`config.mk`:
```
export PLATFORM = sky130hd
export DESIGN_NAME = binary_map_erode_and_crop_unit
export DESIGN_NICKNAME = d
export VERILOG_FILES = /design/src/design/bmec_pkg.sv /design/src/design/bmec_ctrl.sv /design/src/design/bmec_dp.sv /design/src/design/binary_map_erode_and_crop_unit.sv
export SDC_FILE = /design/constraint.sdc
export NUM_CORES = 1
export LEC_CHECK = 0
export ABC_AREA = 0
export BUFFER_PORTS_ARGS = -buffer_cell sky130_fd_sc_hd__buf_2
export CAP_MARGIN = 20
export CELL_PAD_IN_SITES_DETAIL_PLACEMENT = 0
export CELL_PAD_IN_SITES_GLOBAL_PLACEMENT = 1
export CORE_MARGIN = 1.5
export CORE_UTILIZATION = 57
export CTS_CLUSTER_DIAMETER = 60
export DETAILED_ROUTE_END_ITERATION = 8
export GPL_ROUTABILITY_DRIVEN = 1
export PLACE_DENSITY = 0.83
export SLEW_MARGIN = 15
export SYNTH_ARGS = -nofsm -noshare
export SYNTH_HDL_FRONTEND = slang
export SYNTH_SLANG_ARGS = --single-unit
```
`constraint.sdc`:
```
create_clock -name clock -period 7.45 [get_ports clock]
set_input_delay 1.49 -clock clock [delete_from_list [all_inputs] [get_ports clock]]
set_output_delay 1.49 -clock clock [all_outputs]
set_load 0.03 [all_outputs]
```
`src/design/bmec_pkg.sv`:
```
// shared types and constants for the binary map erode and crop unit
package bmec_pkg;

   localparam int DEF_MAX_ROWS = 16;
   localparam int DEF_MAX_COLS = 16;

   localparam int DIM_W = 5;
   localparam int CSR_ADDR_W = 3;
   localparam int CSR_DATA_W = 32;
   localparam int REQ_DATA_W = 8;
   localparam int RSP_DATA_W = 8;

   localparam logic [DIM_W-1:0] DIM_RESET = 5'd10;

   // register index taken from address bit 2
   localparam logic CSR_IDX_ROWS = 1'b0;
   localparam logic CSR_IDX_COLS = 1'b1;

   localparam logic OP_LOAD = 1'b0;
   localparam logic OP_READ = 1'b1;

   // a land cell survives with at most this many sea neighbors
   localparam logic [2:0] SEA_MAX = 3'd2;

   typedef struct packed {
      logic load;
      logic erode_start;
      logic erode_step;
      logic scan_step;
      logic respond;
   } cmd_type;

   typedef struct packed {
      logic frame_full;
      logic erode_last;
      logic scan_last;
      logic out_free;
   } sts_type;

endpackage

```
`src/design/bmec_ctrl.sv`:
```
// request sequencer for the binary map erode and crop unit
module bmec_ctrl (
   input  logic              clock,
   input  logic              reset,
   input  logic              req_tvalid,
   input  logic              req_op,
   input  bmec_pkg::sts_type sts,
   output logic              req_tready,
   output bmec_pkg::cmd_type cmd
);
   import bmec_pkg::*;

   typedef enum logic [1:0] {
      ST_IDLE,
      ST_READ,
      ST_ERODE,
      ST_SCAN
   } state_type;

   state_type state_ff;
   state_type state_in;
   logic      accept;

   assign req_tready = (state_ff == ST_IDLE) && sts.out_free;
   assign accept     = req_tvalid && req_tready;

   always_comb begin
      cmd      = '0;
      state_in = state_ff;
      unique case (state_ff)
         ST_IDLE: begin
            if (accept) begin
               if (req_op == OP_LOAD) begin
                  cmd.load = 1'b1;
                  if (sts.frame_full) begin
                     cmd.erode_start = 1'b1;
                     state_in        = ST_ERODE;
                  end
               end else begin
                  state_in = ST_READ;
               end
            end
         end
         ST_READ: begin
            cmd.respond = 1'b1;
            state_in    = ST_IDLE;
         end
         ST_ERODE: begin
            cmd.erode_step = 1'b1;
            if (sts.erode_last) begin
               state_in = ST_SCAN;
            end
         end
         ST_SCAN: begin
            cmd.scan_step = 1'b1;
            if (sts.scan_last) begin
               state_in = ST_IDLE;
            end
         end
         default: state_in = ST_IDLE;
      endcase
   end

   always_ff @(posedge clock) begin
      if (reset) begin
         state_ff <= ST_IDLE;
      end else begin
         state_ff <= state_in;
      end
   end

endmodule

```
`src/design/bmec_dp.sv`:
```
// map storage, erosion sweep, bounding box and cropped readout
module bmec_dp #(
   parameter int MAX_ROWS = bmec_pkg::DEF_MAX_ROWS,
   parameter int MAX_COLS = bmec_pkg::DEF_MAX_COLS
) (
   input  logic                       clock,
   input  logic                       reset,
   input  logic [bmec_pkg::DIM_W-1:0] cfg_rows,
   input  logic [bmec_pkg::DIM_W-1:0] cfg_cols,
   input  logic                       req_land,
   input  bmec_pkg::cmd_type          cmd,
   output bmec_pkg::sts_type          sts,
   input  logic                       rsp_ready,
   output logic                       rsp_valid,
   output logic                       rsp_cell,
   output logic                       rsp_eor,
   output logic                       rsp_last,
   output logic                       rsp_empty
);
   import bmec_pkg::*;

   localparam int ROW_AW = (MAX_ROWS > 1) ? $clog2(MAX_ROWS) : 1;
   localparam int COL_AW = (MAX_COLS > 1) ? $clog2(MAX_COLS) : 1;
   localparam int ROW_CW = $clog2(MAX_ROWS + 2);
   localparam int COL_CW = $clog2(MAX_COLS + 1);

   logic [MAX_COLS-1:0] land_mem [MAX_ROWS];
   logic [MAX_COLS-1:0] surv_mem [MAX_ROWS];

   logic [ROW_AW-1:0]   load_row_ff, load_row_in;
   logic [COL_AW-1:0]   load_col_ff, load_col_in;
   logic [ROW_CW-1:0]   er_rows_ff, er_rows_in;
   logic [COL_CW-1:0]   er_cols_ff, er_cols_in;
   logic [MAX_COLS-1:0] col_mask_ff, col_mask_in;
   logic [ROW_CW-1:0]   step_ff, step_in;
   logic [MAX_COLS-1:0] up_ff, up_in;
   logic [MAX_COLS-1:0] mid_ff, mid_in;
   logic [MAX_COLS-1:0] land_rd_ff;
   logic [MAX_COLS-1:0] union_ff, union_in;
   logic                box_valid_ff, box_valid_in;
   logic [ROW_AW-1:0]   row_lo_ff, row_lo_in;
   logic [ROW_AW-1:0]   row_hi_ff, row_hi_in;
   logic [COL_AW-1:0]   scan_ff, scan_in;
   logic                col_found_ff, col_found_in;
   logic [COL_AW-1:0]   col_lo_ff, col_lo_in;
   logic [COL_AW-1:0]   col_hi_ff, col_hi_in;
   logic                frame_ready_ff, frame_ready_in;
   logic [ROW_AW-1:0]   read_row_ff, read_row_in;
   logic [COL_AW-1:0]   read_col_ff, read_col_in;
   logic [MAX_COLS-1:0] surv_rd_ff;
   logic                rsp_valid_ff, rsp_valid_in;
   logic                rsp_cell_ff, rsp_cell_in;
   logic                rsp_eor_ff, rsp_eor_in;
   logic                rsp_last_ff, rsp_last_in;
   logic                rsp_empty_ff, rsp_empty_in;

   logic [ROW_CW-1:0]   eff_rows;
   logic [COL_CW-1:0]   eff_cols;
   logic [7:0]          col_next;
   logic [7:0]          row_next;
   logic                wrap;
   logic                frame_full;

   logic                rd_en;
   logic                calc_en;
   logic [ROW_CW-1:0]   calc_row;
   logic [MAX_COLS-1:0] up_row;
   logic [MAX_COLS-1:0] down_row;
   logic [MAX_COLS+1:0] mid_pad;
   logic [MAX_COLS-1:0] surv_row;
   logic                erode_last;

   logic                hit;
   logic [COL_AW-1:0]   col_lo_nx;
   logic [COL_AW-1:0]   col_hi_nx;
   logic                scan_last;

   logic                empty;
   logic                rd_cell;
   logic                eor;
   logic                fin;

   // clamp dimensions to 1..max
   always_comb begin
      if (cfg_rows == '0) begin
         eff_rows = ROW_CW'(1);
      end else if (8'(cfg_rows) > 8'(MAX_ROWS)) begin
         eff_rows = ROW_CW'(MAX_ROWS);
      end else begin
         eff_rows = ROW_CW'(cfg_rows);
      end
      if (cfg_cols == '0) begin
         eff_cols = COL_CW'(1);
      end else if (8'(cfg_cols) > 8'(MAX_COLS)) begin
         eff_cols = COL_CW'(MAX_COLS);
      end else begin
         eff_cols = COL_CW'(cfg_cols);
      end
   end

   // raster position of the next load
   assign col_next   = 8'(load_col_ff) + 8'd1;
   assign wrap       = col_next >= 8'(eff_cols);
   assign row_next   = wrap ? (8'(load_row_ff) + 8'd1) : 8'(load_row_ff);
   assign frame_full = row_next >= 8'(eff_rows);

   always_comb begin
      for (int c = 0; c < MAX_COLS; c++) begin
         col_mask_in[c] = 8'(c) < 8'(eff_cols);
      end
   end

   // erosion sweep: row step-2 is computed from a three row window
   assign rd_en    = cmd.erode_step && (step_ff < er_rows_ff);
   assign calc_en  = cmd.erode_step && (step_ff >= ROW_CW'(2));
   assign calc_row = step_ff - ROW_CW'(2);
   assign up_row   = (step_ff == ROW_CW'(2)) ? '0 : up_ff;
   assign down_row = (step_ff <= er_rows_ff) ? (land_rd_ff & col_mask_ff) : '0;
   assign mid_pad  = {1'b0, mid_ff, 1'b0};
   assign erode_last = step_ff == (er_rows_ff + ROW_CW'(1));

   always_comb begin
      logic [2:0] sea;
      for (int c = 0; c < MAX_COLS; c++) begin
         sea = {2'b00, !up_row[c]} + {2'b00, !down_row[c]}
             + {2'b00, !mid_pad[c]} + {2'b00, !mid_pad[c + 2]};
         surv_row[c] = mid_ff[c] && (sea <= SEA_MAX);
      end
   end

   // column bounds: one column of the survivor union per cycle
   assign hit       = union_ff[scan_ff];
   assign col_lo_nx = (hit && !col_found_ff) ? scan_ff : col_lo_ff;
   assign col_hi_nx = hit ? scan_ff : col_hi_ff;
   assign scan_last = (COL_CW'(scan_ff) + COL_CW'(1)) == er_cols_ff;

   // cropped readout
   assign empty   = !frame_ready_ff || !box_valid_ff;
   assign rd_cell = surv_rd_ff[read_col_ff];
   assign eor     = read_col_ff >= col_hi_ff;
   assign fin     = eor && (read_row_ff >= row_hi_ff);

   always_comb begin
      load_row_in    = load_row_ff;
      load_col_in    = load_col_ff;
      er_rows_in     = er_rows_ff;
      er_cols_in     = er_cols_ff;
      step_in        = step_ff;
      up_in          = up_ff;
      mid_in         = mid_ff;
      union_in       = union_ff;
      box_valid_in   = box_valid_ff;
      row_lo_in      = row_lo_ff;
      row_hi_in      = row_hi_ff;
      scan_in        = scan_ff;
      col_found_in   = col_found_ff;
      col_lo_in      = col_lo_ff;
      col_hi_in      = col_hi_ff;
      frame_ready_in = frame_ready_ff;
      read_row_in    = read_row_ff;
      read_col_in    = read_col_ff;
      rsp_valid_in   = rsp_valid_ff;
      rsp_cell_in    = rsp_cell_ff;
      rsp_eor_in     = rsp_eor_ff;
      rsp_last_in    = rsp_last_ff;
      rsp_empty_in   = rsp_empty_ff;

      if (cmd.load) begin
         frame_ready_in = 1'b0;
         if (frame_full) begin
            load_row_in = '0;
            load_col_in = '0;
         end else if (wrap) begin
            load_row_in = ROW_AW'(row_next);
            load_col_in = '0;
         end else begin
            load_col_in = COL_AW'(col_next);
         end
      end

      if (cmd.erode_start) begin
         er_rows_in   = eff_rows;
         er_cols_in   = eff_cols;
         step_in      = '0;
         union_in     = '0;
         box_valid_in = 1'b0;
         scan_in      = '0;
         col_found_in = 1'b0;
      end

      if (cmd.erode_step) begin
         step_in = step_ff + ROW_CW'(1);
         up_in   = mid_ff;
         mid_in  = down_row;
         if (calc_en && (surv_row != '0)) begin
            union_in     = union_ff | surv_row;
            box_valid_in = 1'b1;
            row_hi_in    = calc_row[ROW_AW-1:0];
            if (!box_valid_ff) begin
               row_lo_in = calc_row[ROW_AW-1:0];
            end
         end
      end

      if (cmd.scan_step) begin
         scan_in      = scan_ff + COL_AW'(1);
         col_found_in = col_found_ff || hit;
         col_lo_in    = col_lo_nx;
         col_hi_in    = col_hi_nx;
         if (scan_last) begin
            frame_ready_in = 1'b1;
            read_row_in    = row_lo_ff;
            read_col_in    = col_lo_nx;
         end
      end

      if (cmd.respond) begin
         rsp_valid_in = 1'b1;
         if (empty) begin
            rsp_cell_in  = 1'b0;
            rsp_eor_in   = 1'b0;
            rsp_last_in  = 1'b0;
            rsp_empty_in = 1'b1;
         end else begin
            rsp_cell_in  = rd_cell;
            rsp_eor_in   = eor;
            rsp_last_in  = fin;
            rsp_empty_in = 1'b0;
            if (fin) begin
               frame_ready_in = 1'b0;
               read_row_in    = row_lo_ff;
               read_col_in    = col_lo_ff;
            end else if (eor) begin
               read_row_in = read_row_ff + ROW_AW'(1);
               read_col_in = col_lo_ff;
            end else begin
               read_col_in = read_col_ff + COL_AW'(1);
            end
         end
      end else if (rsp_ready) begin
         rsp_valid_in = 1'b0;
      end
   end

   always_ff @(posedge clock) begin
      if (cmd.load) begin
         land_mem[load_row_ff][load_col_ff] <= req_land;
      end
      if (rd_en) begin
         land_rd_ff <= land_mem[step_ff[ROW_AW-1:0]];
      end
      if (calc_en) begin
         surv_mem[calc_row[ROW_AW-1:0]] <= surv_row;
      end
      surv_rd_ff <= surv_mem[read_row_ff];
   end

   always_ff @(posedge clock) begin
      if (reset) begin
         load_row_ff    <= '0;
         load_col_ff    <= '0;
         step_ff        <= '0;
         box_valid_ff   <= 1'b0;
         scan_ff        <= '0;
         col_found_ff   <= 1'b0;
         frame_ready_ff <= 1'b0;
         read_row_ff    <= '0;
         read_col_ff    <= '0;
         rsp_valid_ff   <= 1'b0;
      end else begin
         load_row_ff    <= load_row_in;
         load_col_ff    <= load_col_in;
         step_ff        <= step_in;
         box_valid_ff   <= box_valid_in;
         scan_ff        <= scan_in;
         col_found_ff   <= col_found_in;
         frame_ready_ff <= frame_ready_in;
         read_row_ff    <= read_row_in;
         read_col_ff    <= read_col_in;
         rsp_valid_ff   <= rsp_valid_in;
      end
   end

   always_ff @(posedge clock) begin
      if (cmd.erode_start) begin
         col_mask_ff <= col_mask_in;
      end
      er_rows_ff   <= er_rows_in;
      er_cols_ff   <= er_cols_in;
      up_ff        <= up_in;
      mid_ff       <= mid_in;
      union_ff     <= union_in;
      row_lo_ff    <= row_lo_in;
      row_hi_ff    <= row_hi_in;
      col_lo_ff    <= col_lo_in;
      col_hi_ff    <= col_hi_in;
      rsp_cell_ff  <= rsp_cell_in;
      rsp_eor_ff   <= rsp_eor_in;
      rsp_last_ff  <= rsp_last_in;
      rsp_empty_ff <= rsp_empty_in;
   end

   assign sts.frame_full = frame_full;
   assign sts.erode_last = erode_last;
   assign sts.scan_last  = scan_last;
   assign sts.out_free   = !rsp_valid_ff || rsp_ready;

   assign rsp_valid = rsp_valid_ff;
   assign rsp_cell  = rsp_cell_ff;
   assign rsp_eor   = rsp_eor_ff;
   assign rsp_last  = rsp_last_ff;
   assign rsp_empty = rsp_empty_ff;

endmodule

```
`src/design/binary_map_erode_and_crop_unit.sv`:
```
// Binary map erode and crop unit: loads a land/sea map of map_rows by map_cols cells in raster
// order, keeps each land cell with at most two sea neighbors (outside the map is sea), and
// returns the survivors cropped to their bounding box, one cell per read request. A load is
// taken in the idle state; a read passes through the read state, and its cell comes from the
// registered read of the survivor memory. The load that completes a frame starts an erosion
// sweep (one land memory row read per cycle into a three row window) and a column scan that
// finds the crop columns; no request is taken during them. Requests also wait while an
// earlier response is still held in the output register.
module binary_map_erode_and_crop_unit #(
   parameter int MAX_ROWS = bmec_pkg::DEF_MAX_ROWS,
   parameter int MAX_COLS = bmec_pkg::DEF_MAX_COLS
) (
   input  logic                            clock,
   input  logic                            reset,
   input  logic                            req_tvalid,
   output logic                            req_tready,
   input  logic [bmec_pkg::REQ_DATA_W-1:0] req_tdata,   // [0] land
   input  logic                            req_tuser,   // [0] operation
   output logic                            rsp_tvalid,
   input  logic                            rsp_tready,
   output logic [bmec_pkg::RSP_DATA_W-1:0] rsp_tdata,   // [0] cell_land, [1] end_of_row
   output logic                            rsp_tlast,
   output logic                            rsp_tuser,   // [0] empty_res
   input  logic                            csr_psel,
   input  logic                            csr_penable,
   input  logic                            csr_pwrite,
   input  logic [bmec_pkg::CSR_ADDR_W-1:0] csr_paddr,
   input  logic [bmec_pkg::CSR_DATA_W-1:0] csr_pwdata,
   output logic [bmec_pkg::CSR_DATA_W-1:0] csr_prdata,
   output logic                            csr_pready
);
   import bmec_pkg::*;

   logic [DIM_W-1:0] rows_ff, rows_in;
   logic [DIM_W-1:0] cols_ff, cols_in;
   logic             csr_wr;
   logic             csr_idx;
   cmd_type          cmd;
   sts_type          sts;
   logic             rsp_cell;
   logic             rsp_eor;

   assign csr_pready = 1'b1;
   assign csr_wr     = csr_psel && csr_penable && csr_pwrite && csr_pready;
   assign csr_idx    = csr_paddr[2];

   always_comb begin
      rows_in = rows_ff;
      cols_in = cols_ff;
      if (csr_wr) begin
         unique case (csr_idx)
            CSR_IDX_ROWS: rows_in = csr_pwdata[DIM_W-1:0];
            CSR_IDX_COLS: cols_in = csr_pwdata[DIM_W-1:0];
            default: ;
         endcase
      end
   end

   always_comb begin
      unique case (csr_idx)
         CSR_IDX_ROWS: csr_prdata = CSR_DATA_W'(rows_ff);
         CSR_IDX_COLS: csr_prdata = CSR_DATA_W'(cols_ff);
         default:      csr_prdata = '0;
      endcase
   end

   always_ff @(posedge clock) begin
      if (reset) begin
         rows_ff <= DIM_RESET;
         cols_ff <= DIM_RESET;
      end else begin
         rows_ff <= rows_in;
         cols_ff <= cols_in;
      end
   end

   bmec_ctrl u_ctrl (
      .clock      (clock),
      .reset      (reset),
      .req_tvalid (req_tvalid),
      .req_op     (req_tuser),
      .sts        (sts),
      .req_tready (req_tready),
      .cmd        (cmd)
   );

   bmec_dp #(
      .MAX_ROWS (MAX_ROWS),
      .MAX_COLS (MAX_COLS)
   ) u_dp (
      .clock     (clock),
      .reset     (reset),
      .cfg_rows  (rows_ff),
      .cfg_cols  (cols_ff),
      .req_land  (req_tdata[0]),
      .cmd       (cmd),
      .sts       (sts),
      .rsp_ready (rsp_tready),
      .rsp_valid (rsp_tvalid),
      .rsp_cell  (rsp_cell),
      .rsp_eor   (rsp_eor),
      .rsp_last  (rsp_tlast),
      .rsp_empty (rsp_tuser)
   );

   assign rsp_tdata = {(RSP_DATA_W - 2)'(0), rsp_eor, rsp_cell};

endmodule

```
# --- Word level (Yosys, flattened, before mapping) ---
# Memories as Yosys holds them, arrays and structs flattened. A register that Yosys moved wholly into a read port is not among the register bits.
# Cells that the tools add are included.
# W data, S select, Z words.
word_totals:
  regBits: 135
  ramBits: 512
  input_bits: 51
  output_inout_bits: 45
  word_cells: 310
  mem_count: 2
op_classes:
  n_addsub: 57
  order_cmp: 45
  eq_ne: 10
  n_mux: 69
  bitwise_logic: 4
  n_reduce_logical: 96
memory_table:
  columns: ["memory", "words", "width", "rd", "rd_ports_with_merged_regs", "write_ports", "line", "text"]
  rows:
  - ["u_dp.land_mem", 16, 16, 1, 1, 1, "bmec_dp.sv:27", "logic [MAX_COLS-1:0] land_mem [MAX_ROWS];"]
  - ["u_dp.surv_mem", 16, 16, 1, 1, 1, "bmec_dp.sv:28", "logic [MAX_COLS-1:0] surv_mem [MAX_ROWS];"]
op_table:
  columns: ["cell", "count"]
  rows:
  - ["$mux W16", 6]
  - ["$add A3 B1 Y3", 30]
  - ["$mux W4", 19]
  - ["$pmux W32 S2", 1]
  - ["$logic_not A1 Y1", 52]
  - ["$le A3 B2 Y1 const B", 16]
  - ["$lt A4 B5 Y1 const A", 8]
  - ["$add A1 B1 Y2", 16]
  - ["$mux W5", 6]
  - ["$logic_and A1 B1 Y1", 26]
  - ["$mux W1", 24]
  - ["$lt A3 B5 Y1 const A", 4]
  - ["$and A16 B16 Y16", 1]
  - ["$ge A8 B5 Y1", 2]
  - ["$mux W2", 8]
  - ["$or A16 B16 Y16", 1]
  - ["$reduce_bool A16 Y1", 1]
  - ["$add A4 B1 Y5 const B", 3]
  - ["$lt A4 B5 Y1 const B", 3]
  - ["$add A4 B1 Y4 const B", 3]
  - ["$add A5 B1 Y5 const B", 2]
  - ["$eq A5 B5 Y1", 2]
  - ["$gt A5 B5 Y1 const B", 2]
  - ["$logic_not A5 Y1", 2]
  - ["25 further kinds", 43]

# --- Depth between registers and ports, before layout ---
logic_depth:
  ltp_word: 16
  ltp_mapped: 23
  ltp_nobuf: 19

# --- Hierarchy ---
# A second synthesis with hierarchy kept.
hier_totals:
  hier_cells: 1929
  area_unflattened_um2: 29719.8
modules_own_cells:
  columns: ["mod", "instances", "cells_each", "area_each_um2", "seq_area_each_um2"]
  rows:
  - ["bmec_dp", 1, 1830, 28808.9, 19388.6]
  - ["binary_map_erode_and_crop_unit", 1, 84, 770.7, 200.2]
  - ["bmec_ctrl", 1, 15, 140.1, 40.0]

# --- Worst setup path before layout ---
# No wires, ideal clock.
synth_path:
  path_kind: "register -> register"
  from: "register u_dp.step_ff[0]"
  to: "register u_dp.union_ff[10]"
  arrival_time_ps: 4713
  required_time_ps: 7333
  path_slack_ps: 2620
  stages_incl_launch_ff: 22
  n_path_buf: 4
  period_less_slack_ps: 4830
  cell_sequence: "dfxtp_1 clkbuf_1 buf_1 inv_1 ha_1 nand2_1 o21ai_0 clkbuf_1 and3_1 inv_1 ha_1 fa_1 inv_1 ha_1 nor3b_1 o21ai_0 nand4_1 nor4_1 nand2b_1 inv_2 clkbuf_1 a22o_1"
synth_via:
  elab_chain_cells: 12
  elab_cells_between_ends: 123
synth_lines:
  columns: ["item", "line", "text"]
  rows:
  - ["start, declared", "bmec_dp.sv:35", "logic [ROW_CW-1:0] step_ff, step_in;"]
  - ["start signal, assigned", "bmec_dp.sv:273", "step_ff <= step_in;"]
  - ["$le A5 B5 Y1", "bmec_dp.sv:118", "assign down_row = (step_ff <= er_rows_ff) ? (land_rd_ff & col_mask_ff) : '0;"]
  - ["$mux W16", "bmec_dp.sv:118", null]
  - ["named net u_dp.down_row[8]", "bmec_dp.sv:68", "logic [MAX_COLS-1:0] down_row;"]
  - ["$logic_not A1 Y1", "bmec_dp.sv:125", "sea = {2'b00, !up_row[c]} + {2'b00, !down_row[c]}"]
  - ["$add A1 B1 Y2", "bmec_dp.sv:125", null]
  - ["$add A3 B1 Y3 (2 in series)", "bmec_dp.sv:126", "+ {2'b00, !mid_pad[c]} + {2'b00, !mid_pad[c + 2]};"]
  - ["$le A3 B2 Y1", "bmec_dp.sv:127", "surv_row[c] = mid_ff[c] && (sea <= SEA_MAX);"]
  - ["$logic_and A1 B1 Y1", "bmec_dp.sv:127", null]
  - ["$reduce_bool A16 Y1", "bmec_dp.sv:195", "if (calc_en && (surv_row != '0)) begin"]
  - ["$logic_and A1 B1 Y1", "bmec_dp.sv:195", null]
  - ["$mux W16", "bmec_dp.sv:195", null]
  - ["$mux W16", "bmec_dp.sv:191", "if (cmd.erode_step) begin"]
  - ["named net u_dp.union_in[10]", "bmec_dp.sv:39", "logic [MAX_COLS-1:0] union_ff, union_in;"]
  - ["end signal, assigned", "bmec_dp.sv:292", "union_ff <= union_in;"]
  - ["end, declared", "bmec_dp.sv:39", null]
# The timed path passes the listed nets, and every way through them passes these cells.
# A chain may end at the register's enable or synchronous reset.

# --- Worst setup path in the final report ---
layout_path:
  from: "register u_dp.step_ff[0]"
  to: "register u_dp.union_ff[13]"
# The elaborated chain is that of the path after synthesis.

==> flow_summary.ini <==
[drt]
post-route-drc-count = 0
detail_route.wl_per_cell_um = 23.79
routed_wl_mm = 63.56
dr.first_iter.drc_count = 1452
drtPass1Iterations = 7
antenna_left = 0
drt-vias-per-instance = 6.008
vias = 16050

[synth]
syn_area_per_cell_um2 = 15.44
ys_async_sr_fraction_pct = 0
yosysTopAreaCell = sky130_fd_sc_hd__edfxtp_1
synthesis.instances = 1912
synthesis.area_um2 = 29520
ys_ff_latch = 678
seq_area_frac_synth_pct = 66.49
ys_types = 61
synth-warning-count = 0
synth.top_cells.by_area = sky130_fd_sc_hd__edfxtp_1 62%, sky130_fd_sc_hd__mux4_2 13%, sky130_fd_sc_hd__dfxtp_1 5.0%
synth_top_flop_cell = sky130_fd_sc_hd__edfxtp_1
synth_top_area_share_pct = 61.54
synth_edf_count = 605

[power_and_ir_drop]
power_per_cell_area_nw_per_um2 = 238.0
power.sequential.fraction_pct = 53.3
power.switching_w = 0.001562
power.switching_fraction_pct = 20.16
leakage_nw = 10.83
p_int_w = 0.006187
p_clk_share_pct = 45.1
share_comb_of_total_power_pct = 1.6
peakVddDrop_uv = 225.1

[sta]
clock_skew_ps = 21.52
timing_max_transition_violations_final = 0
setup_tns_ps = 0
relative_max_transition_margin_pct = 22.19
rsz0062_at_grt = false
worst_slew_pin_slew_ps = 1164
max_freq_mhz = 190.7
finalHoldViolations = 0
finalSetupViolations = 0
post_route_setup_slack_ps = 2207
final.min_clock_period_ps = 5243
layout_worst_path_cycle_share_pct = 70.38

[place]
pre_cts_ws_ps = 2168
detailedPlacementHpwl_mm = 36.81
place.gp.congestion = 0.7920
instance_count_after_placement_with_tap_cells_included = 2544
numPortBuffers = 25

[cts]
clock_tree.root_cell = sky130_fd_sc_hd__clkbuf_16
clock_path_buffers = 3
holdBufCountCts = 0
cts_tree = built
cts_htree_levels = 3
post-cts-setup-buffer-count = 0
tritoncts_num_sinks = 678
clkLatencyLatePin_ps = 620
cts.repair.resized = 0
total_cts_buffers = 70
worst_setup_hold_path_clk_slew_ps = 60

[global_routing]
number_of_antenna_violations_at_the_first_check_in_global_routing = 0
pin_count_of_the_biggest_net_entering_global_routing = 141
grt-ovfl-total = 0
grt_util_all_layers_pct = 24.62
grt_pass1_vias = 16520
grt_pass1_wl_mm = 97.39

[status]
run_status = finished, final reports clean

[worst_hold_path]
hold_path_depth = 0
class_of_the_most_critical_hold_timing_path = register to register

[finish]
fin_util_pct = 63.60
layout.filler_cells = 3621
area_growth_syn_to_layout_pct = 10.30
final_net_count = 2087
multi_input_comb_area_um2 = 8907
fin_cells = 2672
area.sequential_um2 = 19640
layout_common_cells = 605 x sky130_fd_sc_hd__edfxtp_1, 314 x sky130_fd_sc_hd__nor2_1, 167 x sky130_fd_sc_hd__mux4_2
diodes = 0
most_common_cell_after_layout_fill_and_taps_aside = sky130_fd_sc_hd__edfxtp_1
post_route_cells_drive_above_1_share_pct = 17.52

[critical_path]
ff2ff_path_depth = 20
crit_arrival_ps = 5730
cpLargestDelayFamily = compound AO/OA/AOI/OAI gates
path_max_fanout = 33
path_buf_inv = 6
critPathKind = register to register
timing.critical_path.cells = inv_1 > ha_1 > inv_1 > a21oi_1 > o21ai_0 > o21ai_0 > buf_4 > and3_1 > inv_1 > ha_1 > fa_1 > inv_1 > ha_1 > nor3b_1 > o21ai_0 > nand4_1 > nor4_1 > nand2b_1 > inv_2 > a22o_1
worst_setup_path_end_kind = register
cp.required_ps = 7940
worst_path_most_repeated_cell = sky130_fd_sc_hd__inv_1
timing.critical_path.from_type = register
max_stage_delay_ps = 790
critPathSlowestCell = sky130_fd_sc_hd__dfxtp_4
timing.critical_path.depth = 20

[die]
initial_utilization_pct = 57.66
placement_rows = 83
floorplan.core_area_um2 = 51200
die_width_um = 230.6
floorplan.die.height_um = 230.6
fp.dieArea_um2 = 53160
io-pin-count = 96

[job]
max_cap_viol_count = 0
kinds of logic (layout without fill, tap and decap cells):
kind of cell | Yosys count | count (layout) | share of synthesized area (%)
flops | 678 | 678 | 66.49
simple gates | 533 | 533 | 7.863
buf+inv | 258 | 305 | 3.802
mux | 187 | 187 | 13.44
compound gates | 137 | 137 | 3.251
fa+ha+maj | 98 | 98 | 4.561
xor+xnor | 19 | 19 | 0.5637
other cells | 2 | 35 | 0.02544
per-stage QoR:
step	total power [W]	area [um^2]	hold slack (ps)
after detailed placement	0.004334	30230	450.5
after global routing	0.007947	32560	482.2
after floorplan	0.004304	29640	406.4
after CTS	0.007798	32530	468.8
final	0.007749	32560	465.2
after global placement	0.004329	30230	440.5
worst register-to-register path, stage by stage, from the launching register on:
cell                       delay [ps]
sky130_fd_sc_hd__dfxtp_4          790
sky130_fd_sc_hd__inv_1            230
sky130_fd_sc_hd__ha_1             260
sky130_fd_sc_hd__inv_1             50
sky130_fd_sc_hd__a21oi_1           50
sky130_fd_sc_hd__o21ai_0          200
sky130_fd_sc_hd__o21ai_0          160
sky130_fd_sc_hd__buf_4            210
sky130_fd_sc_hd__and3_1           210
sky130_fd_sc_hd__inv_1             70
sky130_fd_sc_hd__ha_1             240
sky130_fd_sc_hd__fa_1             400
sky130_fd_sc_hd__inv_1             70
sky130_fd_sc_hd__ha_1             210
sky130_fd_sc_hd__nor3b_1          130
sky130_fd_sc_hd__o21ai_0          680
sky130_fd_sc_hd__nand4_1          180
sky130_fd_sc_hd__nor4_1           270
sky130_fd_sc_hd__nand2b_1         280
sky130_fd_sc_hd__inv_2            200
sky130_fd_sc_hd__a22o_1           240
power by group through the flow:
stage	clock (W)	sequential, W	combinational (W)
after floorplan	0	0.00421	0.0000988
after global placement	0	0.00421	0.000121
after detailed placement	0	0.00421	0.000125
after CTS	0.00354	0.00413	0.000126
after global routing	0.00368	0.00413	0.000138
final	0.00349	0.00413	0.000127
layout make-up:
type | count | share of cell area, %
Clock inverter | 36 | 1.195
Inverter | 118 | 1.360
Tap cell | 680 | 2.613
Multi-Input combinational cell | 1009 | 27.36
Sequential cell | 678 | 60.33
Timing Repair Buffer | 61 | 1.291
Clock buffer | 90 | 5.860
path summary, 6_finish.rpt:
path              startpoint  slack [ps]                end
min           u_dp.mid_ff[8]         470      u_dp.up_ff[8]
max          u_dp.step_ff[0]        2210  u_dp.union_ff[13]
min reg2reg   u_dp.mid_ff[8]         470      u_dp.up_ff[8]
max reg2reg  u_dp.step_ff[0]        2210  u_dp.union_ff[13]
registers in the layout, summed over array words and instances, names as in the netlist, 16 cells and up:
| register | cells |
|---|---|
| u_dp.union_ff | 16 |
| u_dp.up_ff | 16 |
| u_dp.col_mask_ff | 16 |
| u_dp.surv_rd_ff | 16 |
| u_dp.mid_ff | 16 |
| u_dp.land_rd_ff | 16 |
| u_dp.land_mem | 256 |
| u_dp.surv_mem | 256 |
synth_stat cells, types with 6 or more instances:
cell type                  count
sky130_fd_sc_hd__edfxtp_1    605
sky130_fd_sc_hd__nor2_1      314
sky130_fd_sc_hd__mux4_2      167
sky130_fd_sc_hd__inv_1       114
sky130_fd_sc_hd__nand2_1      85
sky130_fd_sc_hd__ha_1         82
sky130_fd_sc_hd__clkbuf_1     81
sky130_fd_sc_hd__dfxtp_1      73
sky130_fd_sc_hd__buf_4        37
sky130_fd_sc_hd__nand3_1      36
sky130_fd_sc_hd__o21ai_0      28
sky130_fd_sc_hd__a21oi_1      21
sky130_fd_sc_hd__and3_1       18
sky130_fd_sc_hd__fa_1         16
sky130_fd_sc_hd__mux2i_1      15
sky130_fd_sc_hd__a22o_1       14
sky130_fd_sc_hd__nor3b_1      14
sky130_fd_sc_hd__a31oi_1      13
sky130_fd_sc_hd__nor2b_1      13
sky130_fd_sc_hd__buf_2        12
sky130_fd_sc_hd__xnor2_1      11
sky130_fd_sc_hd__buf_1        10
sky130_fd_sc_hd__nand4_1      10
sky130_fd_sc_hd__a21o_1        8
sky130_fd_sc_hd__nor3_1        8
sky130_fd_sc_hd__xor2_1        8
sky130_fd_sc_hd__and2_1        7
sky130_fd_sc_hd__nand2b_1      7
sky130_fd_sc_hd__o211ai_1      7
sky130_fd_sc_hd__a211o_1       6
sky130_fd_sc_hd__o21ai_1       6
sky130_fd_sc_hd__or3_1         6
layer usage:
metal  vias to the layer above  GRT usage, %  share of wire, %
li1                       7129             -                 -
met1                      8177         30.43                37
met2                       611         43.47                53
met3                       136         4.187               6.6
met4                         0         9.457               3.2
met5                         -             0                 0
Power figures use the tool's default switching activity.
